`src/pdr_pkg.sv`:
```
package pdr_pkg;

  localparam int SLOTS      = 16;
  localparam int BUF_BYTES  = 65536;
  localparam int MAX_PACKET = 16384;

  localparam int SLOT_W = $clog2(SLOTS);
  localparam int CNT_W  = $clog2(SLOTS + 1);
  localparam int OFF_W  = $clog2(BUF_BYTES);
  localparam int LEN_W  = 15;
  localparam int IN_LEN_W = 16;

  localparam logic KIND_WRITE = 1'b0;
  localparam logic KIND_READ  = 1'b1;

  localparam logic [1:0] STAT_OK        = 2'd0;
  localparam logic [1:0] STAT_BAD_LEN   = 2'd1;
  localparam logic [1:0] STAT_EMPTY     = 2'd2;
  localparam logic [1:0] STAT_TOO_SMALL = 2'd3;

  typedef struct packed {
    logic                kind;
    logic [IN_LEN_W-1:0] length;
  } in_item_t;

  typedef struct packed {
    logic [1:0]  status;
    logic [3:0]  slot;
    logic [15:0] byte_offset;
    logic [14:0] packet_length;
    logic [4:0]  occupancy;
  } out_item_t;

  // controller to datapath
  typedef struct packed {
    logic load_in;
    logic set_bad;
    logic do_write;
    logic do_release;
    logic set_empty;
    logic scan_start;
    logic scan_step;
    logic mem_read;
    logic set_hit;
    logic out_load;
  } pdr_cmd_t;

  // datapath to controller
  typedef struct packed {
    logic bad_len;
    logic is_read;
    logic count_zero;
    logic scan_hit;
    logic out_free;
  } pdr_stat_t;

  function automatic logic [SLOT_W-1:0] next_index(input logic [SLOT_W-1:0] i);
    logic [SLOT_W-1:0] r;
    if (i == SLOT_W'(SLOTS - 1)) begin
      r = '0;
    end else begin
      r = i + SLOT_W'(1);
    end
    return r;
  endfunction

endpackage

```
`src/pdr_ctrl.sv`:
```
module pdr_ctrl
  import pdr_pkg::*;
(
  input  logic      clk,
  input  logic      rst_n,
  input  logic      in_valid,
  output logic      in_ready,
  input  pdr_stat_t stat,
  output pdr_cmd_t  cmd
);

  localparam logic [2:0] S_IDLE   = 3'd0;
  localparam logic [2:0] S_DECODE = 3'd1;
  localparam logic [2:0] S_CHECK  = 3'd2;
  localparam logic [2:0] S_SCAN   = 3'd3;
  localparam logic [2:0] S_FETCH  = 3'd4;
  localparam logic [2:0] S_FINISH = 3'd5;

  logic [2:0] state_r;
  logic [2:0] state_nxt;

  always_ff @(posedge clk) begin
    if (!rst_n) begin
      state_r <= S_IDLE;
    end else begin
      state_r <= state_nxt;
    end
  end

  assign in_ready = (state_r == S_IDLE);

  always_comb begin
    state_nxt = state_r;
    cmd       = '0;
    case (state_r)
      S_IDLE: begin
        if (in_valid) begin
          cmd.load_in = 1'b1;
          state_nxt   = S_DECODE;
        end
      end
      S_DECODE: begin
        if (stat.bad_len) begin
          cmd.set_bad = 1'b1;
          state_nxt   = S_FINISH;
        end else if (!stat.is_read) begin
          cmd.do_write = 1'b1;
          state_nxt    = S_FINISH;
        end else begin
          cmd.do_release = 1'b1;
          state_nxt      = S_CHECK;
        end
      end
      S_CHECK: begin
        if (stat.count_zero) begin
          cmd.set_empty = 1'b1;
          state_nxt     = S_FINISH;
        end else begin
          cmd.scan_start = 1'b1;
          state_nxt      = S_SCAN;
        end
      end
      S_SCAN: begin
        // count is nonzero, so some slot is valid and the walk ends
        if (stat.scan_hit) begin
          cmd.mem_read = 1'b1;
          state_nxt    = S_FETCH;
        end else begin
          cmd.scan_step = 1'b1;
        end
      end
      S_FETCH: begin
        cmd.set_hit = 1'b1;
        state_nxt   = S_FINISH;
      end
      S_FINISH: begin
        if (stat.out_free) begin
          cmd.out_load = 1'b1;
          state_nxt    = S_IDLE;
        end
      end
      default: begin
        state_nxt = S_IDLE;
      end
    endcase
  end

endmodule

```
`src/pdr_datapath.sv`:
```
module pdr_datapath
  import pdr_pkg::*;
(
  input  logic      clk,
  input  logic      rst_n,
  input  in_item_t  in_data,
  input  pdr_cmd_t  cmd,
  output pdr_stat_t stat,
  output logic      out_valid,
  input  logic      out_ready,
  output out_item_t out_data
);

  // descriptor store
  logic [OFF_W-1:0] off_mem [SLOTS];
  logic [LEN_W-1:0] len_mem [SLOTS];
  logic [OFF_W-1:0] rd_off_r;
  logic [LEN_W-1:0] rd_len_r;

  logic [SLOTS-1:0]    valid_r;
  logic [SLOTS-1:0]    valid_nxt;
  logic [CNT_W-1:0]    count_r;
  logic [CNT_W-1:0]    count_nxt;
  logic [SLOT_W-1:0]   write_slot_r;
  logic [SLOT_W-1:0]   read_slot_r;
  logic                held_valid_r;
  logic [SLOT_W-1:0]   held_idx_r;
  logic [OFF_W-1:0]    write_offset_r;
  logic [SLOT_W-1:0]   scan_idx_r;

  logic                kind_r;
  logic [IN_LEN_W-1:0] len_r;

  logic [1:0]          res_status_r;
  logic [SLOT_W-1:0]   res_slot_r;
  logic [OFF_W-1:0]    res_off_r;
  logic [LEN_W-1:0]    res_len_r;

  logic                out_valid_r;
  out_item_t           out_data_r;

  logic [SLOT_W-1:0]   wr_idx;
  logic [OFF_W:0]      off_sum;
  logic [OFF_W-1:0]    wr_base;
  logic [OFF_W:0]      end_sum;
  logic [OFF_W-1:0]    write_offset_nxt;

  assign stat.bad_len    = (len_r == '0) ||
                           ({1'b0, len_r} > (IN_LEN_W + 1)'(MAX_PACKET));
  assign stat.is_read    = (kind_r == KIND_READ);
  assign stat.count_zero = (count_r == '0);
  assign stat.scan_hit   = valid_r[scan_idx_r];
  assign stat.out_free   = !out_valid_r || out_ready;

  // write placement: step past the held slot, wrap to offset zero if it does not fit
  assign wr_idx  = (held_valid_r && (write_slot_r == held_idx_r)) ?
                   next_index(write_slot_r) : write_slot_r;
  assign off_sum = (OFF_W + 1)'(write_offset_r) + (OFF_W + 1)'(len_r);
  assign wr_base = (off_sum > (OFF_W + 1)'(BUF_BYTES)) ? '0 : write_offset_r;
  assign end_sum = (OFF_W + 1)'(wr_base) + (OFF_W + 1)'(len_r);
  assign write_offset_nxt = (end_sum >= (OFF_W + 1)'(BUF_BYTES)) ?
                            OFF_W'(end_sum - (OFF_W + 1)'(BUF_BYTES)) :
                            OFF_W'(end_sum);

  always_comb begin
    valid_nxt = valid_r;
    count_nxt = count_r;
    if (cmd.do_write) begin
      valid_nxt[wr_idx] = 1'b1;
      if (!valid_r[wr_idx]) begin
        count_nxt = count_r + CNT_W'(1);
      end
    end else if (cmd.do_release && held_valid_r) begin
      valid_nxt[held_idx_r] = 1'b0;
      if (valid_r[held_idx_r]) begin
        count_nxt = count_r - CNT_W'(1);
      end
    end
  end

  always_ff @(posedge clk) begin
    if (!rst_n) begin
      valid_r        <= '0;
      count_r        <= '0;
      write_slot_r   <= '0;
      read_slot_r    <= '0;
      held_valid_r   <= 1'b0;
      held_idx_r     <= '0;
      write_offset_r <= '0;
      out_valid_r    <= 1'b0;
    end else begin
      valid_r <= valid_nxt;
      count_r <= count_nxt;
      if (cmd.do_write) begin
        write_slot_r   <= next_index(wr_idx);
        write_offset_r <= write_offset_nxt;
      end
      if (cmd.do_release) begin
        held_valid_r <= 1'b0;
      end
      if (cmd.set_hit) begin
        read_slot_r  <= next_index(scan_idx_r);
        held_valid_r <= 1'b1;
        held_idx_r   <= scan_idx_r;
      end
      if (cmd.out_load) begin
        out_valid_r <= 1'b1;
      end else if (out_ready) begin
        out_valid_r <= 1'b0;
      end
    end
  end

  always_ff @(posedge clk) begin
    if (cmd.do_write) begin
      off_mem[wr_idx] <= wr_base;
      len_mem[wr_idx] <= len_r[LEN_W-1:0];
    end
    if (cmd.mem_read) begin
      rd_off_r <= off_mem[scan_idx_r];
      rd_len_r <= len_mem[scan_idx_r];
    end
  end

  always_ff @(posedge clk) begin
    if (cmd.load_in) begin
      kind_r <= in_data.kind;
      len_r  <= in_data.length;
    end
    if (cmd.scan_start) begin
      scan_idx_r <= read_slot_r;
    end else if (cmd.scan_step) begin
      scan_idx_r <= next_index(scan_idx_r);
    end
    if (cmd.set_bad || cmd.set_empty) begin
      res_status_r <= cmd.set_bad ? STAT_BAD_LEN : STAT_EMPTY;
      res_slot_r   <= '0;
      res_off_r    <= '0;
      res_len_r    <= '0;
    end else if (cmd.do_write) begin
      res_status_r <= STAT_OK;
      res_slot_r   <= wr_idx;
      res_off_r    <= wr_base;
      res_len_r    <= len_r[LEN_W-1:0];
    end else if (cmd.set_hit) begin
      res_status_r <= (len_r >= (IN_LEN_W)'(rd_len_r)) ? STAT_OK : STAT_TOO_SMALL;
      res_slot_r   <= scan_idx_r;
      res_off_r    <= rd_off_r;
      res_len_r    <= rd_len_r;
    end
    if (cmd.out_load) begin
      out_data_r.status        <= res_status_r;
      out_data_r.slot          <= 4'(res_slot_r);
      out_data_r.byte_offset   <= 16'(res_off_r);
      out_data_r.packet_length <= res_len_r;
      out_data_r.occupancy     <= 5'(count_r);
    end
  end

  assign out_valid = out_valid_r;
  assign out_data  = out_data_r;

endmodule

```
`src/packet_descriptor_ring_top.sv`:
```
// channel  ports                          beat contents
// input    in_valid/in_ready/in_data     kind, length
// output   out_valid/out_ready/out_data  status, slot, byte_offset, packet_length, occupancy
//
// one item at a time: a bad length or a write goes through idle, decode and finish; a read
// also passes check and, unless the ring is empty, scan and fetch, stepping over 0..15 slots
// from the read pointer, as the slot walk checks one valid bit per cycle
// synchronous active-low reset clears all valid bits, pointers and the count
// a finished result sits in the output register; the next item is accepted meanwhile
// and only its own result waits for out_ready
module packet_descriptor_ring_top
  import pdr_pkg::*;
(
  input  logic      clk,
  input  logic      rst_n,
  input  logic      in_valid,
  output logic      in_ready,
  input  in_item_t  in_data,
  output logic      out_valid,
  input  logic      out_ready,
  output out_item_t out_data
);

  pdr_cmd_t  cmd;
  pdr_stat_t stat;

  pdr_ctrl u_ctrl (
    .clk      (clk),
    .rst_n    (rst_n),
    .in_valid (in_valid),
    .in_ready (in_ready),
    .stat     (stat),
    .cmd      (cmd)
  );

  pdr_datapath u_dp (
    .clk       (clk),
    .rst_n     (rst_n),
    .in_data   (in_data),
    .cmd       (cmd),
    .stat      (stat),
    .out_valid (out_valid),
    .out_ready (out_ready),
    .out_data  (out_data)
  );

endmodule

```
`config.mk`:
```
export PLATFORM = sky130hd
export DESIGN_NAME = packet_descriptor_ring_top
export DESIGN_NICKNAME = d
export VERILOG_FILES = /design/src/pdr_pkg.sv /design/src/pdr_ctrl.sv /design/src/pdr_datapath.sv /design/src/packet_descriptor_ring_top.sv
export SDC_FILE = /design/constraint.sdc
export NUM_CORES = 1
export LEC_CHECK = 0
export BUFFER_PORTS_ARGS = -buffer_cell sky130_fd_sc_hd__buf_4
export CORE_UTILIZATION = 56
export DETAILED_ROUTE_END_ITERATION = 6
export HOLD_SLACK_MARGIN = 0.08
export PLACE_DENSITY = 0.82
export SLEW_MARGIN = 15
export SYNTH_ARGS = -nofsm -noshare
export SYNTH_HDL_FRONTEND = slang
export SYNTH_SLANG_ARGS = --single-unit
```
`constraint.sdc`:
```
create_clock -name clk -period 6.2 [get_ports clk]
set_clock_uncertainty 0.15 [all_clocks]
set_input_delay 1.24 -clock clk [delete_from_list [all_inputs] [get_ports clk]]
set_output_delay 1.24 -clock clk [all_outputs]
set_load 0.05 [all_outputs]
```
### Word-level counts from Yosys, hierarchy flattened

Memories as Yosys holds them, arrays and structs flattened. A register that Yosys moved wholly into a read port is not among the register bits.
Cells that the tools add are included.

* $lt $le $gt $ge: 9
* eq/ne operators: 13
* add/subtract/negate cells: 8
* div/mod/pow operators: 0
* reductions and logical operators: 20
* bitwise gates (word level): 3
* $mul: 0
* muxes and demuxes: 64
* shifts and indexed selects: 0

Operators by type and width (count)
* two-way mux 16 bit: 6
* adder 16 x 16 -> 17 bit: 2
* two-way mux 4 bit: 8
* two-way mux 15 bit: 2
* two-way mux 1 bit: 23
* two-way mux 3 bit: 7
* two-way mux 5 bit: 4
* one-hot mux 3 bit (6 select lines): 1
* >= comparator 17 bit, second input constant: 1
* greater-than comparator 17 bit, second input constant: 1
* AND 16 bit: 1
* >= comparator 16 x 15 -> 1 bit: 1
* greater-than comparator 16 x 15 -> 1 bit, second input constant: 1
* logical NOT 16 bit: 1
* two-way mux 2 bit: 8
* NOT 16 bit: 1
* OR 16 bit: 1
* subtractor 16 x 1 -> 16 bit, second input constant: 1
* less-than comparator 4 x 5 -> 1 bit, second input constant: 3
* adder 4 x 1 -> 4 bit, second input constant: 3
* binary-select mux 1 bit (select 4 bit): 3
* equality test 4 bit, second input constant: 3
* nonzero test 2 bit: 6
* demux 1 bit (select 4 bit): 2
* 15 further kinds: 27

* bits in latches: 0
* input bits: 21
* logic and storage cells: 140
* bits in registers: 154
* output and inout bits: 44
* memories kept: 2
* bits in read-only memories: 0
* RAM bits: 496

Memory list
* u_dp.off_mem: words 16, bits a word 16, read ports 1, clocked after memory_dff 1, wr ports 1, RTL line pdr_datapath.sv:15 `logic [OFF_W-1:0] off_mem [SLOTS];`
* u_dp.len_mem: words 16, bits a word 15, read ports 1, clocked after memory_dff 1, wr ports 1, RTL line pdr_datapath.sv:16 `logic [LEN_W-1:0] len_mem [SLOTS];`

### Depth between registers and ports, before layout

Gate-level depths: netlist of the first run.

* depth in word-level cells: 9
* depth in mapped cells: 22
* depth with buffers taken out: 21

### Modules after synthesis

A second synthesis of the first run with hierarchy kept.

* cells, all modules: 1614
* area, all modules: 28086.9 sq um

By module, submodules not included
* pdr_datapath: area each 27781.6 sq um, seq. area each 19498.7 sq um, times used 1, cells an instance 1575
* pdr_ctrl: area each 305.3 sq um, seq. area each 60.1 sq um, times used 1, cells an instance 39

### Worst setup path after synthesis of the first run

OpenSTA, ideal clock, no wires.

* path kind: register -> register
* start point: register u_dp.len_r[0]
* end point: register u_dp.write_offset_r[15]
* path slack: 0.315 ns
* arrival: 5.615 ns
* buffers on the path: 1
* period minus slack after synthesis: 5.885 ns
* library setup time: 0.120 ns
* cell stages (with the launch flop): 22
* data required time: 5.930 ns
* path through: edfxtp_1 -> ha_1 -> fa_1 -> a211oi_1 -> o21a_1 -> or4_1 -> a31o_2 -> a21oi_1 -> or4_4 -> a221oi_4 -> buf_2 -> and2_1 -> ha_1 -> a211oi_1 -> o211ai_1 -> a211oi_1 -> nor3_1 -> o31ai_1 -> nand2b_1 -> a21oi_1 -> a2111oi_0 -> o31a_1

* longest elaborated chain between the ends: 6
* elaborated cells between the ends (all ways): 12
* classes of those cells: 3 x add/sub; 3 x order compare; 4 x mux; 2 x reduce/logical

RTL lines
* start: declaration: RTL line pdr_datapath.sv:32 `logic [IN_LEN_W-1:0] len_r;`
* start signal: assignment: RTL line pdr_datapath.sv:128 `len_r <= in_data.length;`
* adder 16 x 16 -> 17 bit (*): RTL line pdr_datapath.sv:58 `assign off_sum = (OFF_W + 1)'(write_offset_r) + (OFF_W + 1)'(len_r);`
* greater-than comparator 17 bit (*): RTL line pdr_datapath.sv:59 `assign wr_base = (off_sum > (OFF_W + 1)'(BUF_BYTES)) ? '0 : write_offset_r;`
* two-way mux 16 bit (*): RTL line pdr_datapath.sv:59
* via u_dp.wr_base[1]: RTL line pdr_datapath.sv:44 `logic [OFF_W-1:0] wr_base;`
* adder 16 x 16 -> 17 bit (*): RTL line pdr_datapath.sv:60 `assign end_sum = (OFF_W + 1)'(wr_base) + (OFF_W + 1)'(len_r);`
* subtractor 16 x 1 -> 16 bit or >= comparator 17 bit (tied branches): RTL line pdr_datapath.sv:62, pdr_datapath.sv:61
* two-way mux 16 bit (*): RTL line pdr_datapath.sv:61 `assign write_offset_nxt = (end_sum >= (OFF_W + 1)'(BUF_BYTES)) ?`
* end signal: assignment: RTL line pdr_datapath.sv:96 `write_offset_r <= write_offset_nxt;`
* end: declaration: RTL line pdr_datapath.sv:28 `logic [OFF_W-1:0] write_offset_r;`

The timed path passes the listed nets; every way through them passes the cells marked *.
A chain may end at the register's enable or synchronous reset.

### Worst setup path in the final report of the first run

Same ends and word-level chain as after synthesis.

==> results of run 1 <==
-- per-layer routing --
layer / global-route usage, % / share of wire, % / vias to the layer above
li1: - / - / 6676
met1: 37.8 / 38 / 8223
met2: 45.0 / 49 / 982
met3: 5.84 / 9.8 / 187
met4: 11.3 / 3.7 / 0
met5: 0 / 0 / -
-- registers in the layout (all words and copies together), names as in the netlist, 3 cells and up --
signal	count
u_ctrl.state_r	3
u_dp.count_r	5
u_dp.held_idx_r	4
u_dp.len_mem	240
u_dp.len_r	16
u_dp.off_mem	256
u_dp.out_data	42
u_dp.rd_len_r	15
u_dp.rd_off_r	16
u_dp.read_slot_r	4
u_dp.res_len_r	15
u_dp.res_off_r	16
u_dp.res_slot_r	4
u_dp.scan_idx_r	4
u_dp.valid_r	16
u_dp.write_offset_r	16
u_dp.write_slot_r	4
-- cells by family (layout without fill, tap and decap cells) --
logic type                 Yosys count  in the layout  synth area share, %
muxes                              183            183                 13.9
and+or+nand+nor                    292            292                 5.04
adders and majority gates           58             58                 2.66
AOI/OAI and AO/OA                  248            248                 6.30
DFF                                681            681                 69.7
buffers and inverters              112            284                 1.60
xor gates and xnor gates            26             26                0.811
-- per-stage QoR --
step	std cells	worst slack [ns]	power, mW
6_report	2436	0.467	10.2
5_1_grt	2436	0.0194	10.4
4_1_cts	2434	0.254	10.2
3_5_place_dp	2306	0.282	5.85
3_3_place_gp	2306	0.380	5.82
2_1_floorplan	1600	0.315	5.63
-- synthesized netlist by cell type (4+ instances only) --
| cell | instances |
|---|---|
| a211oi_1 | 10 |
| a21boi_0 | 20 |
| a21o_1 | 14 |
| a21oi_1 | 39 |
| a22oi_1 | 22 |
| a311oi_1 | 8 |
| a31oi_1 | 6 |
| and2_1 | 26 |
| and3_1 | 19 |
| buf_1 | 17 |
| clkbuf_1 | 54 |
| dfxtp_1 | 89 |
| edfxtp_1 | 592 |
| ha_1 | 55 |
| inv_1 | 33 |
| mux2_2 | 8 |
| mux2i_1 | 10 |
| mux4_2 | 163 |
| nand2_1 | 104 |
| nand2b_1 | 9 |
| nand3_1 | 34 |
| nor2_1 | 50 |
| nor2b_1 | 6 |
| nor3_1 | 14 |
| nor4_1 | 4 |
| o211ai_1 | 7 |
| o21a_1 | 36 |
| o21ai_0 | 41 |
| o22ai_1 | 4 |
| o31ai_1 | 6 |
| o41a_1 | 4 |
| or3_1 | 6 |
| xnor2_1 | 17 |
| xor2_1 | 9 |
-- final cells by class --
type / count / area, um^2 / area share [%]
flip-flops and latches: 681 / 19600 / 61.2
multi-input cells: 807 / 8110 / 25.4
clock buffers: 95 / 1940 / 6.07
repair buffers: 122 / 932 / 2.92
well taps: 664 / 831 / 2.60
clock inverters: 33 / 463 / 1.45
inverters: 34 / 128 / 0.399
-- worst max path at each step --
| stage | end | slack (ns) | cells after the start |
|---|---|---|---|
| 2_1_floorplan | u_dp.write_offset_r[15] | 0.32 | 21 |
| 3_3_place_gp | u_dp.write_offset_r[15] | 0.38 | 21 |
| 3_5_place_dp | u_dp.write_offset_r[15] | 0.28 | 21 |
| 4_1_cts | u_dp.write_offset_r[15] | 0.25 | 21 |
| 5_1_grt | u_dp.write_offset_r[15] | 0.02 | 21 |
| 6_report | u_dp.write_offset_r[15] | 0.47 | 20 |
-- power groups by stage --
stage / registers, mW / logic, mW / clock network [mW]
finish: 5.20 / 0.569 / 4.42
global route: 5.20 / 0.610 / 4.62
CTS: 5.20 / 0.561 / 4.45
detailed placement: 5.29 / 0.556 / 0
global placement: 5.28 / 0.532 / 0
floorplan: 5.32 / 0.313 / 0
-- what timing repair did --
item                                    4_1_cts  5_1_grt
setup buffers                                 0        2
endpoints found under the setup margin        0        1
hold buffers                                  0        0
gates resized for setup                       0        2
-- critical path, cell delays in order (launching register included) --
cell       delay, ns
edfxtp_1        0.40
ha_1            0.25
fa_1            0.48
a211oi_2        0.31
o21a_1          0.22
or4_1           0.15
a31o_2          0.19
a21oi_1         0.07
or4_4           0.49
a221oi_4        0.42
and2_1          0.23
ha_1            0.26
a211oi_1        0.35
o211ai_1        0.22
a211oi_1        0.33
nor3_1          0.13
o31ai_1         0.31
nand2b_1        0.10
a21oi_1         0.18
a2111oi_0       0.09
o31a_1          0.30
==> run summary, run 1 <==
combinational power share = 5.6%
die area = 51000 um^2
Net Switching = 2.22 mW
Mapped Cells = 1600
Setup-failing EPs final = 0
Main synth FF type = edfxtp_1
n_diodes = 0
CP Data Arrival Time = 6.08 ns
Routed Wire Length = 69900 um
first-pass GRT wire length = 102000 um
CTS tree = built
Yosys reg bits = 681
Clock power frac = 43.4%
# H-tree levels = 3
Vias = 16068
# IOs = 65
GRT Overall Usage = 28.1%
max-cap viol count = 0
FP Rows = 81
Mapped Nets = 1679
FMAX = 174 MHz
Clock Latency Late Sink = 0.62 ns
sequential fraction of the synthesis area = 69.7%
pin count of the biggest net entering global routing = 129
worst-margin pin slew = 1.14 ns
Leakage Power = 10.9 nW
Worst-path clk slew = 0.06 ns
dpl hpwl = 39000 um
GPL Wtd Cong = 0.924
setup TNS = 0 ns
share of flip-flops with an asynchronous set or reset = 0%
part of the cycle the worst path needs = 92.5%
CP Launch Point = u_dp.len_r[0]
Num Clock Sinks = 681
sequential share of power = 51.0%
Synth Area per Inst = 17.6 um^2
post-synth top area share = 63.3%
final count of hold timing violations = 0
R2R depth = 20
vias in the first global route = 15878
initial DRC count = 1977
drt drc = 0
RR Endpoint = u_dp.write_offset_r[15]
WHS = 0.270 ns
Hold Crit Depth = 0
CTS Buffer Depth = 3
synth top area cells = edfxtp_1, mux4_2, dfxtp_1, ha_1, nand2_1
PD cells = 319 nW/um^2
Util after Layout = 65.0%
Overflow after GRT = 0
Tmin final = 5.73 ns
Internal Power = 7.97 mW
Synth cell types = 76
commonest non-fill, non-tap cell in the layout = edfxtp_1
CTS root buffer = clkbuf_16
Initial Util = 57.1%
vias per inst = 6.60
post-route cell area = 32000 um^2
Die X = 226 um
CP Launch Type = register
Crit path required time = 6.54 ns
DR pass1 iterations = 6
EDFF count, synth = 592
synthesized area = 28100 um^2
R2R Setup Slk = 0.47 ns
Crit Path Max Fanout = 6
Routed Antenna Nets = 0
RSZ-0062 raised after global routing = false
Sw Share = 21.8%
CTS buffer count = 69
YS warnings = 0
Buffers on Ports = 64
DIE HEIGHT = 226 um
HP Class = register to register
fraction of layout cells with a size suffix above 1 = 24.0%
Yosys top cell by area = edfxtp_1
CP Class = register to register
Final Slew Violations = 0
area post-placement = 29500 um^2
worst r2r src = u_dp.len_r[0]
VDD IR max = 231 uV
beginning of the worst hold path = u_dp.res_status_r[0]
run status = completed
Hold Path Sink = u_dp.out_data[40]
Core Area = 49200 um^2
area delta synth->final = 13.8%
initial antenna violation count = 0
most frequent cells in the layout = edfxtp_1, mux4_2, buf_4, nand2_1, dfxtp_1
WL/cell = 28.7 um
filler instances = 3148
CP Capture Type = register
Layout Nets = 1794
Slew headroom = 24.2%
Note: power is estimated with default switching activity, not from simulation.
==> run 2, diff against run 1 <==
--- a/config.mk
+++ b/config.mk
@@ -6,6 +6,7 @@
 export NUM_CORES = 1
 export LEC_CHECK = 0
 export BUFFER_PORTS_ARGS = -buffer_cell sky130_fd_sc_hd__buf_4
+export CORE_ASPECT_RATIO = 0.7
 export CORE_UTILIZATION = 56
 export DETAILED_ROUTE_END_ITERATION = 6
 export HOLD_SLACK_MARGIN = 0.08
==> run 2 against run 1 <==
Clock power shrank 20%; critical endpoint unchanged; total power shrank 8.9%; clock-buffer cell count shrank 16; final area shrank 1.7%; sequential cell count is the same; the run now ends with design-rule violations left; core utilization shrank 1.5 points; combinational power is essentially flat.
==> run summary, run 2 (synthesis results as in run 1) <==
most frequent cells in the layout = edfxtp_1, mux4_2, buf_4, nand2_1, dfxtp_1
vias per inst = 6.60 (about the same)
Num Clock Sinks = 681 (unchanged)
CP Launch Type = register
most used routing layer in global routing = met1
DR pass1 iterations = 7 (+1)
Routed Wire Length = 68400 um (-2.1%)
CTS buffer count = 59 (-14%)
GPL Wtd Cong = 0.928 (+0.40%)
final count of hold timing violations = 0 (unchanged)
pin count of the biggest net entering global routing = 128 (-0.78%)
CP Capture Type = register
max-cap viol count = 0 (unchanged)
initial DRC count = 2213 (+12%)
first-pass GRT wire length = 101000 um (-0.62%)
max reg flops = 256 (unchanged)
WL/cell = 28.3 um (-1.4%)
RSZ-0062 raised after global routing = false
multi-input logic area = 8140 um^2 (+0.29%)
Vias = 15955 (-0.70%)
R2R Setup Slk = 0.44 ns (-0.03 ns)
Crit Path Max Fanout = 26 (+20)
Final Slew Violations = 0 (unchanged)
setup TNS = 0 ns (unchanged)
Slew headroom = 23.3% (-0.82 points)
Layout Nets = 1785 (-0.50%)
failing checks = design-rule violations
WHS = 0.282 ns (+0.0126 ns)
Buffers on Ports = 64 (unchanged)
die area = 51100 um^2 (about the same)
beginning of the worst hold path = u_dp.res_len_r[9]
fraction of layout cells with a size suffix above 1 = 23.4% (-0.60 points)
Routed Antenna Nets = 0 (unchanged)
largest reg by FF count = u_dp.off_mem
area delta synth->final = 11.9%
Die X = 270 um (+19%)
Worst-path clk slew = 0.07 ns (about the same)
Setup-failing EPs final = 0 (unchanged)
R2R depth = 21 (+5.0%)
initial antenna violation count = 0 (unchanged)
GRT Overall Usage = 27.0% (-1.1 points)
Global Route met1 Usage = 41.1% (+3.3 points)
Initial Util = 56.8% (-0.32 points)
filler instances = 3230 (+2.6%)
part of the cycle the worst path needs = 92.9% (+0.48 points)
# IOs = 65 (unchanged)
PD cells = 295 nW/um^2 (-7.3%)
met2 Resource Use GR = 41.0% (-4.0 points)
Leakage Power = 10.6 nW (-2.6%)
met3 Usage GRT = 5.03% (-0.81 points)
DIE HEIGHT = 189 um (-16%)
Crit path required time = 6.55 ns (about the same)
RR Endpoint = u_dp.write_offset_r[15]
CP Class = register to register
FP Rows = 68 (-16%)
dpl hpwl = 40200 um (+3.1%)
Tmin final = 5.76 ns (+0.0299 ns)
commonest non-fill, non-tap cell in the layout = edfxtp_1
FMAX = 174 MHz (-0.52%)
# H-tree levels = 2 (-1)
Hold Crit Depth = 0 (unchanged)
drt drc = 3 (+3)
worst r2r src = u_dp.len_r[0]
Util after Layout = 63.5% (-1.5 points)
HP Class = register to register
CP Data Arrival Time = 6.11 ns (+0.03 ns)
run status = finished, violations left
register area = 19600 um^2 (unchanged)
CTS Buffer Depth = 3 (unchanged)
CTS tree = built
Overflow after GRT = 0 (unchanged)
vias in the first global route = 15552 (-2.1%)
Hold Path Sink = u_dp.out_data[14]
worst-margin pin slew = 1.15 ns (+0.0123 ns)
VDD IR max = 253 uV (+9.6%)
hold buffers post-CTS = 0 (unchanged)
CTS root buffer = clkbuf_16
Core Area = 49400 um^2 (+0.57%)
n_diodes = 0 (unchanged)
Clock Latency Late Sink = 0.61 ns (about the same)
-- run 2: power by group --
group          internal, mW  switching [mW]
clock                  1.90            1.61
sequential             5.10          0.0868
combinational         0.196           0.376
total                  7.20            2.08
-- run 2: worst max-delay path by stage --
stage                  start                      end  slack [ns]  cells past startpoint
5_1_grt        u_dp.len_r[0]  u_dp.write_offset_r[15]        0.07                     21
2_1_floorplan  u_dp.len_r[0]  u_dp.write_offset_r[15]        0.32                     21
3_3_place_gp   u_dp.len_r[0]  u_dp.write_offset_r[15]        0.40                     21
3_5_place_dp   u_dp.len_r[0]  u_dp.write_offset_r[15]        0.20                     21
6_report       u_dp.len_r[0]  u_dp.write_offset_r[15]        0.44                     21
4_1_cts        u_dp.len_r[0]  u_dp.write_offset_r[15]        0.17                     21
-- run 2: repair_timing --
item,in CTS,in global routing
gates resized for setup,0,7
hold endpoints to repair,0,0
buffers inserted,0,2
setup endpoints to repair,0,3
-- run 2: layout make-up --
cell class	instances	share of cell area, %
multi-input cells	807	25.9
flip-flops and latches	681	62.3
clock inverters	29	0.745
repair buffers	123	3.03
clock buffers	79	5.00
well taps	665	2.65
inverters	34	0.406
-- run 2: stage by stage --
step	power (mW)	cell area [um^2]	setup slack, ns	std cells
after floorplan	5.63	28100	0.315	1600
after global placement	5.81	29600	0.396	2308
after detailed placement	5.84	29600	0.203	2308
after CTS	9.30	31400	0.168	2416
after global routing	9.54	31400	0.0732	2418
final	9.28	31400	0.437	2418
-- run 2: critical path, stage by stage, from the launching register on --
cell	delay (ns)
edfxtp_1	0.41
ha_1	0.26
fa_1	0.49
a211oi_2	0.32
o21a_1	0.22
or4_1	0.14
a31o_2	0.19
a21oi_1	0.08
or4_4	0.50
a221oi_4	0.40
buf_6	0.26
and2_1	0.19
ha_1	0.27
o21ai_0	0.19
o211ai_1	0.22
a211oi_2	0.26
nor3_1	0.11
o31ai_1	0.30
nand2b_1	0.09
a21oi_1	0.21
a2111oi_1	0.10
o31a_1	0.29
-- run 2: layer usage --
metal | wire length, um | share of wire (%) | vias up
met5 | 0 | 0 | -
met4 | 1340 | 2.0 | 0
met3 | 7350 | 11 | 108
met2 | 31400 | 46 | 1017
met1 | 28300 | 41 | 8190
li1 | - | - | 6640
